===== src/design/cone_centerline_densifier_unit_assert.svh =====
// Assertion macros for the densifier block
`ifndef CONE_CENTERLINE_DENSIFIER_UNIT_ASSERT_SVH
`define CONE_CENTERLINE_DENSIFIER_UNIT_ASSERT_SVH

// same-cycle implication
`define CCD_ASSERT_IMPLY(label, clk, rst, ante, cons) \
   label: assert property (@(posedge clk) disable iff (rst) (ante) |-> (cons)) \
      else $error("densifier assertion failed");

// next-cycle implication
`define CCD_ASSERT_NEXT(label, clk, rst, ante, cons) \
   label: assert property (@(posedge clk) disable iff (rst) (ante) |=> (cons)) \
      else $error("densifier assertion failed");

`endif


===== src/design/ccd_pkg.sv =====
package ccd_pkg;

   localparam int MAX_LEFT_CONES     = 64;
   localparam int MAX_SEGMENT_POINTS = 64;
   localparam int COORD_FRAC_BITS    = 8;

   localparam int COORD_W    = 24;
   localparam int STEP_W     = 16;
   localparam int IDX_W      = $clog2(MAX_LEFT_CONES);
   localparam int CNT_W      = $clog2(MAX_LEFT_CONES + 1);
   localparam int NPT_W      = $clog2(MAX_SEGMENT_POINTS + 1);
   localparam int DIFF_W     = COORD_W + 1;
   localparam int SQ_W       = 2 * DIFF_W;
   localparam int DIST_W     = SQ_W + 1;
   localparam int ROOT_W     = DIFF_W;
   localparam int SREM_W     = ROOT_W + 3;
   localparam int SQRT_STEPS = ROOT_W;
   localparam int DIVD_W     = STEP_W + DIFF_W;
   localparam int DIV_STEPS  = DIVD_W;
   localparam int ITER_W     = $clog2(DIV_STEPS + 1);
   localparam int ACC_W      = STEP_W + NPT_W;

   localparam logic [STEP_W-1:0] STEP_RESET =
      STEP_W'((((2 ** COORD_FRAC_BITS) * 2) + 5) / 10);

   localparam logic [1:0] REQ_LOAD  = 2'd0;
   localparam logic [1:0] REQ_RIGHT = 2'd1;
   localparam logic [1:0] REQ_CLEAR = 2'd2;

   localparam logic [1:0] STAT_NORMAL = 2'd0;
   localparam logic [1:0] STAT_CAPPED = 2'd1;
   localparam logic [1:0] STAT_NOLEFT = 2'd2;

   typedef enum logic [4:0] {
      S_IDLE, S_READ, S_SQUARE, S_COMPARE, S_MIDPOINT, S_DELTA, S_SQRT_LOAD,
      S_SQRT, S_NDIV_LOAD, S_NDIV, S_NCHECK, S_MUL, S_XDIV_LOAD, S_XDIV,
      S_XSAVE, S_YDIV, S_YSAVE, S_EMIT, S_ERROR
   } ccd_state_type;

   typedef enum logic [4:0] {
      OP_NONE, OP_LOAD, OP_CLEAR, OP_START, OP_SQUARE, OP_COMPARE, OP_MIDPOINT,
      OP_DELTA, OP_SQRT_LOAD, OP_SQRT_STEP, OP_NDIV_LOAD, OP_DIV_STEP,
      OP_NCHECK, OP_MUL, OP_XDIV_LOAD, OP_XSAVE, OP_YSAVE, OP_EMIT, OP_ERROR
   } ccd_op_type;

   typedef struct packed {
      ccd_op_type op;
   } ccd_cmd_type;

   typedef struct packed {
      logic cnt_zero;
      logic idx_last;
      logic prev_valid;
      logic it_last;
      logic q_zero;
      logic pt_last;
      logic out_free;
   } ccd_status_type;

endpackage


===== src/design/ccd_ctrl.sv =====
module ccd_ctrl import ccd_pkg::*; (
   input  logic           clock,
   input  logic           reset,
   input  logic           req_valid,
   input  logic [1:0]     req_type,
   output logic           req_stall,
   input  ccd_status_type status,
   output ccd_cmd_type    cmd
);

   ccd_state_type state_ff, state_in;

   always_ff @(posedge clock) begin
      if (reset) begin
         state_ff <= S_IDLE;
      end else begin
         state_ff <= state_in;
      end
   end

   always_comb begin
      state_in = state_ff;
      case (state_ff)
         S_IDLE: begin
            if (req_valid && req_type == REQ_RIGHT) begin
               state_in = status.cnt_zero ? S_ERROR : S_READ;
            end
         end
         S_READ:      state_in = S_SQUARE;
         S_SQUARE:    state_in = S_COMPARE;
         S_COMPARE:   state_in = status.idx_last ? S_MIDPOINT : S_READ;
         S_MIDPOINT:  state_in = status.prev_valid ? S_DELTA : S_IDLE;
         S_DELTA:     state_in = S_SQRT_LOAD;
         S_SQRT_LOAD: state_in = S_SQRT;
         S_SQRT:      if (status.it_last) state_in = S_NDIV_LOAD;
         S_NDIV_LOAD: state_in = S_NDIV;
         S_NDIV:      if (status.it_last) state_in = S_NCHECK;
         S_NCHECK:    state_in = status.q_zero ? S_IDLE : S_MUL;
         S_MUL:       state_in = S_XDIV_LOAD;
         S_XDIV_LOAD: state_in = S_XDIV;
         S_XDIV:      if (status.it_last) state_in = S_XSAVE;
         S_XSAVE:     state_in = S_YDIV;
         S_YDIV:      if (status.it_last) state_in = S_YSAVE;
         S_YSAVE:     state_in = S_EMIT;
         S_EMIT:      if (status.out_free && status.pt_last) state_in = S_IDLE;
         S_ERROR:     if (status.out_free) state_in = S_IDLE;
         default:     state_in = S_IDLE;
      endcase
   end

   always_comb begin
      cmd.op    = OP_NONE;
      req_stall = (state_ff != S_IDLE);
      case (state_ff)
         S_IDLE: begin
            if (req_valid) begin
               case (req_type)
                  REQ_LOAD:  cmd.op = OP_LOAD;
                  REQ_RIGHT: cmd.op = OP_START;
                  REQ_CLEAR: cmd.op = OP_CLEAR;
                  default:   cmd.op = OP_NONE;
               endcase
            end
         end
         S_SQUARE:    cmd.op = OP_SQUARE;
         S_COMPARE:   cmd.op = OP_COMPARE;
         S_MIDPOINT:  cmd.op = OP_MIDPOINT;
         S_DELTA:     cmd.op = OP_DELTA;
         S_SQRT_LOAD: cmd.op = OP_SQRT_LOAD;
         S_SQRT:      cmd.op = OP_SQRT_STEP;
         S_NDIV_LOAD: cmd.op = OP_NDIV_LOAD;
         S_NDIV:      cmd.op = OP_DIV_STEP;
         S_NCHECK:    cmd.op = OP_NCHECK;
         S_MUL:       cmd.op = OP_MUL;
         S_XDIV_LOAD: cmd.op = OP_XDIV_LOAD;
         S_XDIV:      cmd.op = OP_DIV_STEP;
         S_XSAVE:     cmd.op = OP_XSAVE;
         S_YDIV:      cmd.op = OP_DIV_STEP;
         S_YSAVE:     cmd.op = OP_YSAVE;
         S_EMIT:      if (status.out_free) cmd.op = OP_EMIT;
         S_ERROR:     if (status.out_free) cmd.op = OP_ERROR;
         default:     cmd.op = OP_NONE;
      endcase
   end

endmodule


===== config.mk =====
export PLATFORM = sky130hd
export DESIGN_NAME = ccd_ctrl
export DESIGN_NICKNAME = d
export VERILOG_FILES = /design/src/design/cone_centerline_densifier_unit_assert.svh /design/src/design/ccd_pkg.sv /design/src/design/ccd_ctrl.sv
export SDC_FILE = /design/constraint.sdc
export NUM_CORES = 1
export LEC_CHECK = 0
export BUFFER_PORTS_ARGS = -buffer_cell sky130_fd_sc_hd__buf_2
export CORE_MARGIN = 5
export CORE_UTILIZATION = 51
export CTS_CLUSTER_SIZE = 28
export DETAILED_ROUTE_END_ITERATION = 8
export PLACE_DENSITY_LB_ADDON = 0.12
export SYNTH_ARGS = -nofsm -noshare
export SYNTH_HDL_FRONTEND = slang
export SYNTH_SLANG_ARGS = --single-unit
export TNS_END_PERCENT = 1

===== constraint.sdc =====
create_clock -name clock -period 2.1 [get_ports clock]
set_clock_uncertainty 0.1 [all_clocks]
set_input_delay 0.315 -clock clock [delete_from_list [all_inputs] [get_ports clock]]
set_output_delay 0.315 -clock clock [all_outputs]
set_load 0.05 [all_outputs]

Word-level counts from Yosys, hierarchy flattened

Index checks and enable logic that the tools add are counted.

Eq/ne operators: 27
Muxes and demuxes: 17
Reduce and logical (&&, ||, !) cells: 7

Operator list:

| cell                                          | number |
|---|---|
| one-hot mux 5 bit (19 select lines)           | 1 |
| one-hot mux 5 bit (16 select lines)           | 1 |
| 2-to-1 mux 5 bit                              | 10 |
| == test 5 x 4 -> 1 bit, second input constant | 8 |
| == test 5 x 3 -> 1 bit, second input constant | 4 |
| == test 5 bit, second input constant          | 3 |
| != test 2 bit, second input constant          | 7 |
| == test 5 x 2 -> 1 bit, second input constant | 2 |
| AND reduction 7 bit                           | 1 |
| 2-to-1 mux 3 bit                              | 2 |
| one-hot mux 2 bit (3 select lines)            | 1 |
| == test 5 x 1 -> 1 bit, second input constant | 1 |
| zero test 5 bit                               | 1 |
| nonzero test 5 bit                            | 1 |
| 2-to-1 mux 4 bit                              | 1 |
| OR reduction 3 bit                            | 1 |
| == test 2 x 1 -> 1 bit, second input constant | 1 |
| == test 2 bit, second input constant          | 1 |
| logical AND 1 bit                             | 2 |
| zero test 2 bit                               | 1 |
| 2-to-1 mux 2 bit                              | 1 |

Flip-flop bits (word level): 5
Output and inout port bits: 6

Depth between registers and ports, before layout

Gate-level depths: netlist of the first run.

Word-level depth: 4
Gate-level depth with buffers: 7
Gate-level depth less buffers: 6

Least setup slack after synthesis of the first run

No wires, ideal clock.

Path type: reg-to-output
Start: register state_ff[0]
End: output port cmd[2] (netlist bit)
Arrival time: 2.091 ns
Required time: 1.685 ns
Slack: -0.406 ns
Stages on the path, launching flop included: 5
Buffers on the path: 2
Cells stage by stage: dfxtp_1 > buf_6 > clkbuf_1 > nand2b_1 > a311oi_1

RTL lines:

| element                | line           | RTL |
|---|---|---|
| from (decl)            | ccd_ctrl.sv:11 | `ccd_state_type state_ff, state_in;` |
| from (signal assigned) | ccd_ctrl.sv:17 | `state_ff <= state_in;` |
| to (decl)              | ccd_ctrl.sv:8  | `output ccd_cmd_type cmd` |

==> results list, run 1 <==
* Status: completed
- Counting along the longest clock path gives a buffer depth of 2.
- Hold repair after CTS inserted 0 buffers.
- Count of antenna-violating nets left after detailed routing: 0
* Total I/O pin count: 18
- Leakage power: 0.0003637 µW
- The die is 47.10 µm wide.
- Top register by number of flip-flops: state_ff
* Total GRT Usage: 0.1673
- Entering global routing, the biggest net connects 17 pins.
- Max Slew Vio Count: 0
* H-tree depth: 1
- STA puts the critical path data required time at 1.68 ns.
- Dividing the detail-routed wire length by the instance count gives 13.51 µm.
- Final Setup Violations: 0
- In this run the post-CTS setup repair buffer count came out at 0.
* Worst setup slack before clock tree synthesis: 0.2436 ns
- The initialized floorplan defines 13 standard-cell rows.
* Mapped Cells: 95
- Layout net count: 128
- The count of buffers added on input and output ports is 17.
- Avg Vias per Cell: 5.701
- During synthesis, Yosys emitted a total of 0 warnings.
- The most used flip-flop cell after synthesis is sky130_fd_sc_hd__dfxtp_1.
- Final Routed Wirelength: 1716 µm
- Cell with the largest stage delay on the worst path: sky130_fd_sc_hd__dfxtp_1
- Leading registers by flop count: state_ff (5)
- Length in cells of the worst reg-to-reg path: 6
- Power per cell area: 1196 nW/µm²
- The setup check on the worst reg-to-reg path leaves a slack of 0.23 ns.
- Seq/Total Area, Yosys: 0.1426
* Proportion of register bits with asynchronous set or reset after synthesis: 0
- Worst hold path stage count: 2
- Signal arrival time at the worst endpoint: 1.57 ns
- For this configuration, the core starts out at a cell density of 0.5394.
- The repair_antennas step left the layout with diodes totalling 0.
- The routed design could run at a clock period as short as 1.981 ns.
- FF+latch count, synth: 5
- After floorplanning, the core was sized to cover 1301 µm².
* Cell-by-cell listing of the critical path: nor4_2, and2_4, a31oi_1, o31ai_1, buf_4
* Avg Synthesized Cell Area: 7.389 µm²
- Routability congestion estimate from global placement: 0.8192
- Worst Setup Start Kind: flop
- Terminus of the critical flop-to-flop path: state_ff[3]
- Summed over all instances, the cell type with the most area after synthesis is sky130_fd_sc_hd__dfxtp_1.
* Number of buffers created by CTS: 3
- After detailed routing, the number of remaining DRC violations is 0.
- Worst min path class: input pin to flop
* Worst skew pair latency: 0.24 ns
- Via total after detailed routing: 724
- Broken down by cell family, the worst path's largest delay share belongs to simple AND/OR/NAND/NOR gates.
- The worst setup path is captured at an output port.
* RSZ-0062 raised after global routing: true
- Count of flip-flops with a built-in enable after synthesis: 0
- For this run, the top clock speed supported by timing is 504.9 MHz.
- The register with the most flip-flops in the layout has 5 of them.
- In this run the most critical hold path is launched from reset.
- Compared with the post-synthesis result, the final layout area differs by 19.25%.
* Wire length of the first global-routing pass: 2697 µm
* Yosys cell types: 41
* Kind of critical path: flop to output port
* Slew at the pin closest to its max-slew limit: 0.4005 ns
- Antenna violations before repair: 0
- Along the worst path, the maximum fanout reaches 11.
- Synthesized cell area: 701.9 µm²
* TritonCTS clock tree: yes
- CTS saw 5 sinks.
- Vias in the first global route: 649
- The completed layout was analyzed and its total power is 1001 µW.
* Hold Crit Endpoint: state_ff[1]
- Area fraction of the dominant cell type after synthesis: 0.1426
* Critical path buffer and inverter count: 1
- In the final layout, the share of cells above drive strength 1 is 0.3214.
- RR Startpoint: state_ff[2]
- The critical path crosses 5 cells after its start point.
- Across the VDD grid, the largest voltage drop is 0.6138 mV.
* Final critical-path setup slack: 0.1193 ns
- When the netlist entered floorplanning its net count stood at 110.
- The tree is rooted in a sky130_fd_sc_hd__clkbuf_4.
- For this run, the detailed router's first-pass iteration total came to 5.
- Final worst-path cycle share: 0.9432
* Height of the chip: 47.10 µm
- Measured against its own limit, the worst slew margin works out to 0.7326.
- Clock-pin slew reported for the worst setup and hold paths after clock tree synthesis: 0.04 ns
- Count of max-cap constraint violations: 0
* Area of the die: 2218 µm²
- Final hold vios: 0
- The first routing iteration left 17 violations.
- Final global-route overflow total: 0
- Leading post-synthesis cells by cell area: sky130_fd_sc_hd__dfxtp_1 (14%), sky130_fd_sc_hd__a21oi_1 (7.8%), sky130_fd_sc_hd__ha_1 (5.3%), sky130_fd_sc_hd__nor2_1 (5.3%), sky130_fd_sc_hd__buf_6 (4.8%)
- For this run, the slowest stage of the critical path takes 0.42 ns.
* Dpl hpwl: 1299 µm
==> per-stage QoR <==
| stage | util | hold slack [ns] | TNS [ns] | instance area, µm² | cells |
|---|---|---|---|---|---|
| floorplan | - | 0.2841 | -0.6876 | 708.2 | 95 |
| global placement | 0.6087 | 0.4327 | 0 | 792.0 | 123 |
| detailed placement | 0.6087 | 0.4282 | 0 | 792.0 | 123 |
| CTS | 0.6298 | 0.1775 | 0 | 819.5 | 127 |
| global route | 0.6433 | 0.1958 | -0.001345 | 837.1 | 127 |
| finish | 0.6433 | 0.1758 | 0 | 837.1 | 127 |
==> logic make-up after synthesis <==
| family | synth area share |
|---|---|
| adder cells (fa/ha/maj) | 0.05348 |
| AND/OR/NAND/NOR | 0.2906 |
| flip-flops | 0.1426 |
| buffers and inverters | 0.1212 |
| AO/OA/AOI/OAI | 0.3369 |
| XOR/XNOR | 0.01248 |
| multiplexers | 0.04278 |
==> cells in the mapped netlist (2+ instances only) <==
library cell and instances:
sky130_fd_sc_hd__nand2_1 4, sky130_fd_sc_hd__nor3b_1 2, sky130_fd_sc_hd__o221ai_1 2, sky130_fd_sc_hd__mux2i_1 3
sky130_fd_sc_hd__nor2_1 10, sky130_fd_sc_hd__ha_1 3, sky130_fd_sc_hd__nand2b_1 3, sky130_fd_sc_hd__inv_1 6
sky130_fd_sc_hd__and2_1 2, sky130_fd_sc_hd__clkbuf_1 5, sky130_fd_sc_hd__nor4_1 2, sky130_fd_sc_hd__o21ai_0 3
sky130_fd_sc_hd__buf_6 3, sky130_fd_sc_hd__and2_4 2, sky130_fd_sc_hd__or3_1 3, sky130_fd_sc_hd__nor3_1 2
sky130_fd_sc_hd__nand3_1 2, sky130_fd_sc_hd__a21oi_1 11, sky130_fd_sc_hd__dfxtp_1 5
==> placed cells by master (no fill, tap or decap), types with 2 or more instances in the layout <==
master	synthesis	routed
sky130_fd_sc_hd__dfxtp_1	5	3
sky130_fd_sc_hd__mux2i_1	3	3
sky130_fd_sc_hd__dfxtp_2	0	2
sky130_fd_sc_hd__clkbuf_4	0	3
sky130_fd_sc_hd__nor2_1	10	10
sky130_fd_sc_hd__o21ai_0	3	3
sky130_fd_sc_hd__nor3_1	2	2
sky130_fd_sc_hd__o221ai_1	2	2
sky130_fd_sc_hd__nand2b_1	3	3
sky130_fd_sc_hd__and2_4	2	2
sky130_fd_sc_hd__a21oi_1	11	11
sky130_fd_sc_hd__buf_2	1	15
sky130_fd_sc_hd__or3_1	3	2
sky130_fd_sc_hd__buf_4	0	7
sky130_fd_sc_hd__ha_1	3	3
sky130_fd_sc_hd__nor3b_1	2	2
sky130_fd_sc_hd__nand3_1	2	2
sky130_fd_sc_hd__and2_1	2	2
sky130_fd_sc_hd__nand2_1	4	4
sky130_fd_sc_hd__inv_1	6	6
==> timing repair <==
item | 4_1_cts | 5_1_grt
gates resized for setup | 1 | 7
endpoints found under the hold margin | 0 | 0
setup endpoints to repair | 2 | 2
==> power by group <==
group	leakage (µW)	internal (µW)	total, µW	switching [µW]
Combinational	0.000307	280	721	441
Clock	0.0000150	71.9	111	39.6
Sequential	0.0000415	121	168	47.1
==> per-layer routing <==
metal / vias up / track usage / part of all wire
met2: 20 / 0.3171 / 0.48
met3: 2 / 0.02299 / 0.044
met5: - / 0 / 0
met4: 0 / 0.03315 / 0.0052
li1: 376 / - / -
met1: 326 / 0.1977 / 0.47
==> area by class of cell <==
class / count / area, µm²
inverter: 7 / 27.53
timing repair buffer: 22 / 127.6
sequential: 5 / 102.6
fill: 132 / 464.2
tap: 15 / 18.77
clock buffer: 4 / 26.28
multi-input combinational: 74 / 534.3
==> worst max path at each step <==
stage                           start           to  slack (ns)
after detailed placement  state_ff[1]       cmd[1]        0.24
after global placement    state_ff[2]  state_ff[3]        0.26
after CTS                 state_ff[0]       cmd[0]        0.02
final                     state_ff[2]       cmd[0]        0.12
after global routing      state_ff[2]       cmd[0]      -0.001
after floorplan           state_ff[0]       cmd[0]       -0.40
Power figures use the tool's default switching activity.
==> run 2, diff against run 1 <==
Settings changed: CORE_MARGIN 5 to 4, CORE_UTILIZATION 51 to 54, CTS_BUF_LIST set to sky130_fd_sc_hd__clkbuf_4.
==> run 2 against run 1 <==
Combinational power increased by 2%. Die area decreased by 13%. Global-route usage increased by 3.8 points. Critical endpoint is now cmd[1]. Largest cell class unchanged.
==> results list, run 2 (synthesized netlist as in run 1, its figures left out) <==
- The data required time of the critical path was 1.68 ns (about the same).
* Layout net count: 130 (was 128)
* Top cell family by delay on the critical path: flip-flops (was simple AND/OR/NAND/NOR gates)
- Post-detailed-route DRC marker count: 0 (unchanged)
* Critical path buffer and inverter count: 2 (was 1)
- Minimum clock period: 1.991 ns (was 1.981 ns)
- The top routing layer in use is met4 (unchanged).
- The routed length on met1 was 788 µm (was 803 µm).
- Routability congestion estimate from global placement: 0.8420 (was 0.8192)
- Commonest non-fill, non-tap cell in the layout: sky130_fd_sc_hd__buf_2 (unchanged)
* Leading registers by flop count: state_ff (5) (unchanged)
- The net switching component of the power came to 546.3 µW (was 528.1 µW).
- The worst hold path class is input pin to flop (unchanged).
* Slew at the pin closest to its max-slew limit: 0.3929 ns (was 0.4005 ns)
- Wire length of the first global-routing pass: 2994 µm (was 2697 µm)
* H-tree depth: 1 (unchanged)
- The height of the chip was 44.06 µm (was 47.10 µm).
- The pin count of the biggest net entering global routing came to 13 (was 17).
* Leakage power: 0.0003744 µW (was 0.0003637 µW)
- The remaining antenna violation count after routing came to 0 (unchanged).
- The post-detailed-routing wire length is 1757 µm (was 1716 µm).
- The routed wire length on met3 is 82 µm (was 75 µm).
* PortBufs: 17 (unchanged)
- Status: completed (unchanged).
* Via total after detailed routing: 770 (was 724)
- Top register by number of flip-flops: state_ff (unchanged)
- The combinational power share is 0.708 (was 0.721).
* Max rail drop VDD: 0.6219 mV (was 0.6138 mV)
- The routed length on met2 came to 861 µm (was 828 µm).
- The detail-routed via count per cell came to 6.016 (was 5.701).
- The CTS tree is yes (unchanged).
- Net switching share of the total power: 0.5270 (was 0.5274)
* Wire length per cell after detailed routing: 13.73 µm (was 13.51 µm)
* Area of the die: 1941 µm² (was 2218 µm²)
* Highest-count cells in the layout ignoring fill and taps: sky130_fd_sc_hd__buf_2 (15), sky130_fd_sc_hd__a21oi_1 (11), sky130_fd_sc_hd__nor2_1 (10), sky130_fd_sc_hd__buf_4 (8), sky130_fd_sc_hd__inv_1 (6) (was sky130_fd_sc_hd__buf_2 (15), sky130_fd_sc_hd__a21oi_1 (11), sky130_fd_sc_hd__nor2_1 (10), sky130_fd_sc_hd__buf_4 (7), sky130_fd_sc_hd__inv_1 (6))
- The arrival time at the worst endpoint was 1.58 ns (was 1.57 ns).
* Dpl hpwl: 1335 µm (was 1299 µm)
* Highest clock rate: 502.2 MHz (was 504.9 MHz)
* Final Core Density: 0.7244 (was 0.6433)
- The sort of element at the start of the critical path is a flop (unchanged).
* Cell row count: 12 (was 13)
- TritonRoute pass-1 iters: 4 (was 5)
- The count of routing violations after the opening detailed-route iteration is 24 (was 17).
* Final global-route overflow total: 0 (unchanged)
- Total GRT Usage: 0.2053 (was 0.1673)
- Cell-internal power: 490.4 µW (was 473.1 µW)
- Crit path largest cell delay: 0.43 ns (was 0.42 ns)
* Total I/O pin count: 18 (unchanged)
- The part of the power in registers came to 0.163 (was 0.168).
- The core area is 1171 µm² (was 1301 µm²).
* Final worst-path cycle share: 0.9482 (was 0.9432)
* Cell at the root of the clock tree: sky130_fd_sc_hd__clkbuf_4 (unchanged)
- Number of antenna repair diodes: 0 (unchanged)
* Clock-pin slew reported for the worst setup and hold paths after clock tree synthesis: 0.05 ns (was 0.04 ns)
* Kind of critical path: flop to output port (unchanged)
- Antenna violations before repair: 0 (unchanged)
* Count of max-cap constraint violations: 0 (unchanged)
- The nature of the critical path endpoint is an output port (unchanged).
- Area Overhead vs Synth: 20.86% (was 19.25%)
- Worst rel slew slack: 0.7377 (was 0.7326)
- Cell with the largest stage delay on the worst path: sky130_fd_sc_hd__dfxtp_2 (was sky130_fd_sc_hd__dfxtp_1)
- The final number of setup-violating endpoints came to 0 (unchanged).
- Power per cell area: 1222 nW/µm² (was 1196 nW/µm²)
- The clock latency reported for the late side of the worst-skew pair is 0.26 ns (was 0.24 ns).
- The maximum fanout count along the critical path came to 12 (was 11).
- The number of sinks on the clock net is 5 (unchanged).
- Setup TNS: 0 ns (unchanged)
* Vias in the first global route: 662 (was 649)
* Number of buffers created by CTS: 3 (unchanged)
* Final hold vios: 0 (unchanged)
* Hold-fix buffers at CTS: 0 (unchanged)
* Post-CTS setup repair buffer count: 0 (unchanged)
- Fraction of layout cells with a size suffix above 1: 0.3246 (was 0.3214)
- Buffer levels on the longest clock path: 2 (unchanged)
* Flip-flop count of the largest register after layout: 5 (unchanged)
- Cell-by-cell listing of the critical path: inv_1, or3_1, o221ai_1, buf_4 (was nor4_2, and2_4, a31oi_1, o31ai_1, buf_4).
- Die width: 44.06 µm (was 47.10 µm)
- The clock group share of total power came to 0.129 (was 0.111).
* Max Slew Vio Count: 0 (unchanged)
- The initial standard-cell utilization of the core came to 0.5994 (was 0.5394).
==> run 2: cell count changes in the layout (fill, tap and decap cells not counted), sizes merged <==
cell | before | now
buf | 22 | 23
clkbuf | 4 | 5
==> run 2: routing by layer <==
layer,up-vias,global-route usage
met5,-,0
met4,0,0.09036
met3,2,0.03659
met2,28,0.3343
met1,356,0.2621
li1,384,-
==> run 2: path summary, 6_finish.rpt <==
check | slack, ns | endpoint | startpoint | cells after the start
max | 0.11 | cmd[1] | state_ff[1] | 4
min | 0.18 | state_ff[2] | reset | 2
max reg2reg | 0.24 | state_ff[3] | state_ff[0] | 5
min reg2reg | 0.62 | state_ff[3] | state_ff[4] | 3
==> run 2: worst register-to-register path: stages (launching register included) <==
cell	delay [ns]
sky130_fd_sc_hd__dfxtp_1	0.55
sky130_fd_sc_hd__nor3b_1	0.15
sky130_fd_sc_hd__a21oi_4	0.18
sky130_fd_sc_hd__o221ai_4	0.17
sky130_fd_sc_hd__or4_1	0.53
sky130_fd_sc_hd__a21oi_1	0.12
==> run 2: layout make-up <==
type,instances,area [µm²]
Multi-Input combinational cell,74,529.3
Fill cell,111,322.8
Timing Repair Buffer,24,142.6
Sequential cell,5,101.3
Clock buffer,4,30.03
Inverter,7,27.53
Tap cell,14,17.52
==> run 2: power by group through the flow <==
stage | Clock [µW] | Sequential, µW | Combinational [µW]
3_3_place_gp | 0 | 163 | 710
4_1_cts | 136 | 162 | 729
2_1_floorplan | 0 | 135 | 620
6_report | 134 | 169 | 734
3_5_place_dp | 0 | 164 | 721
5_1_grt | 146 | 174 | 793
==> run 2: timing repair <==
item | CTS | global route
gates cloned | 0 | 0
resized for setup | 1 | 3
setup endpoints to repair | 1 | 2
==> run 2: metrics by stage <==
stage	power, µW	area, µm²	instances	setup slack, ns	hold WS [ns]
after global routing	1112	848.3	128	-0.01536	0.1817
final	1037	848.3	128	0.1087	0.1757
after global placement	872.8	805.8	124	0.2854	0.4405
after CTS	1027	838.3	128	0.005974	0.1695
after detailed placement	885.0	805.8	124	0.2363	0.4403
after floorplan	754.8	708.2	95	-0.3986	0.2841
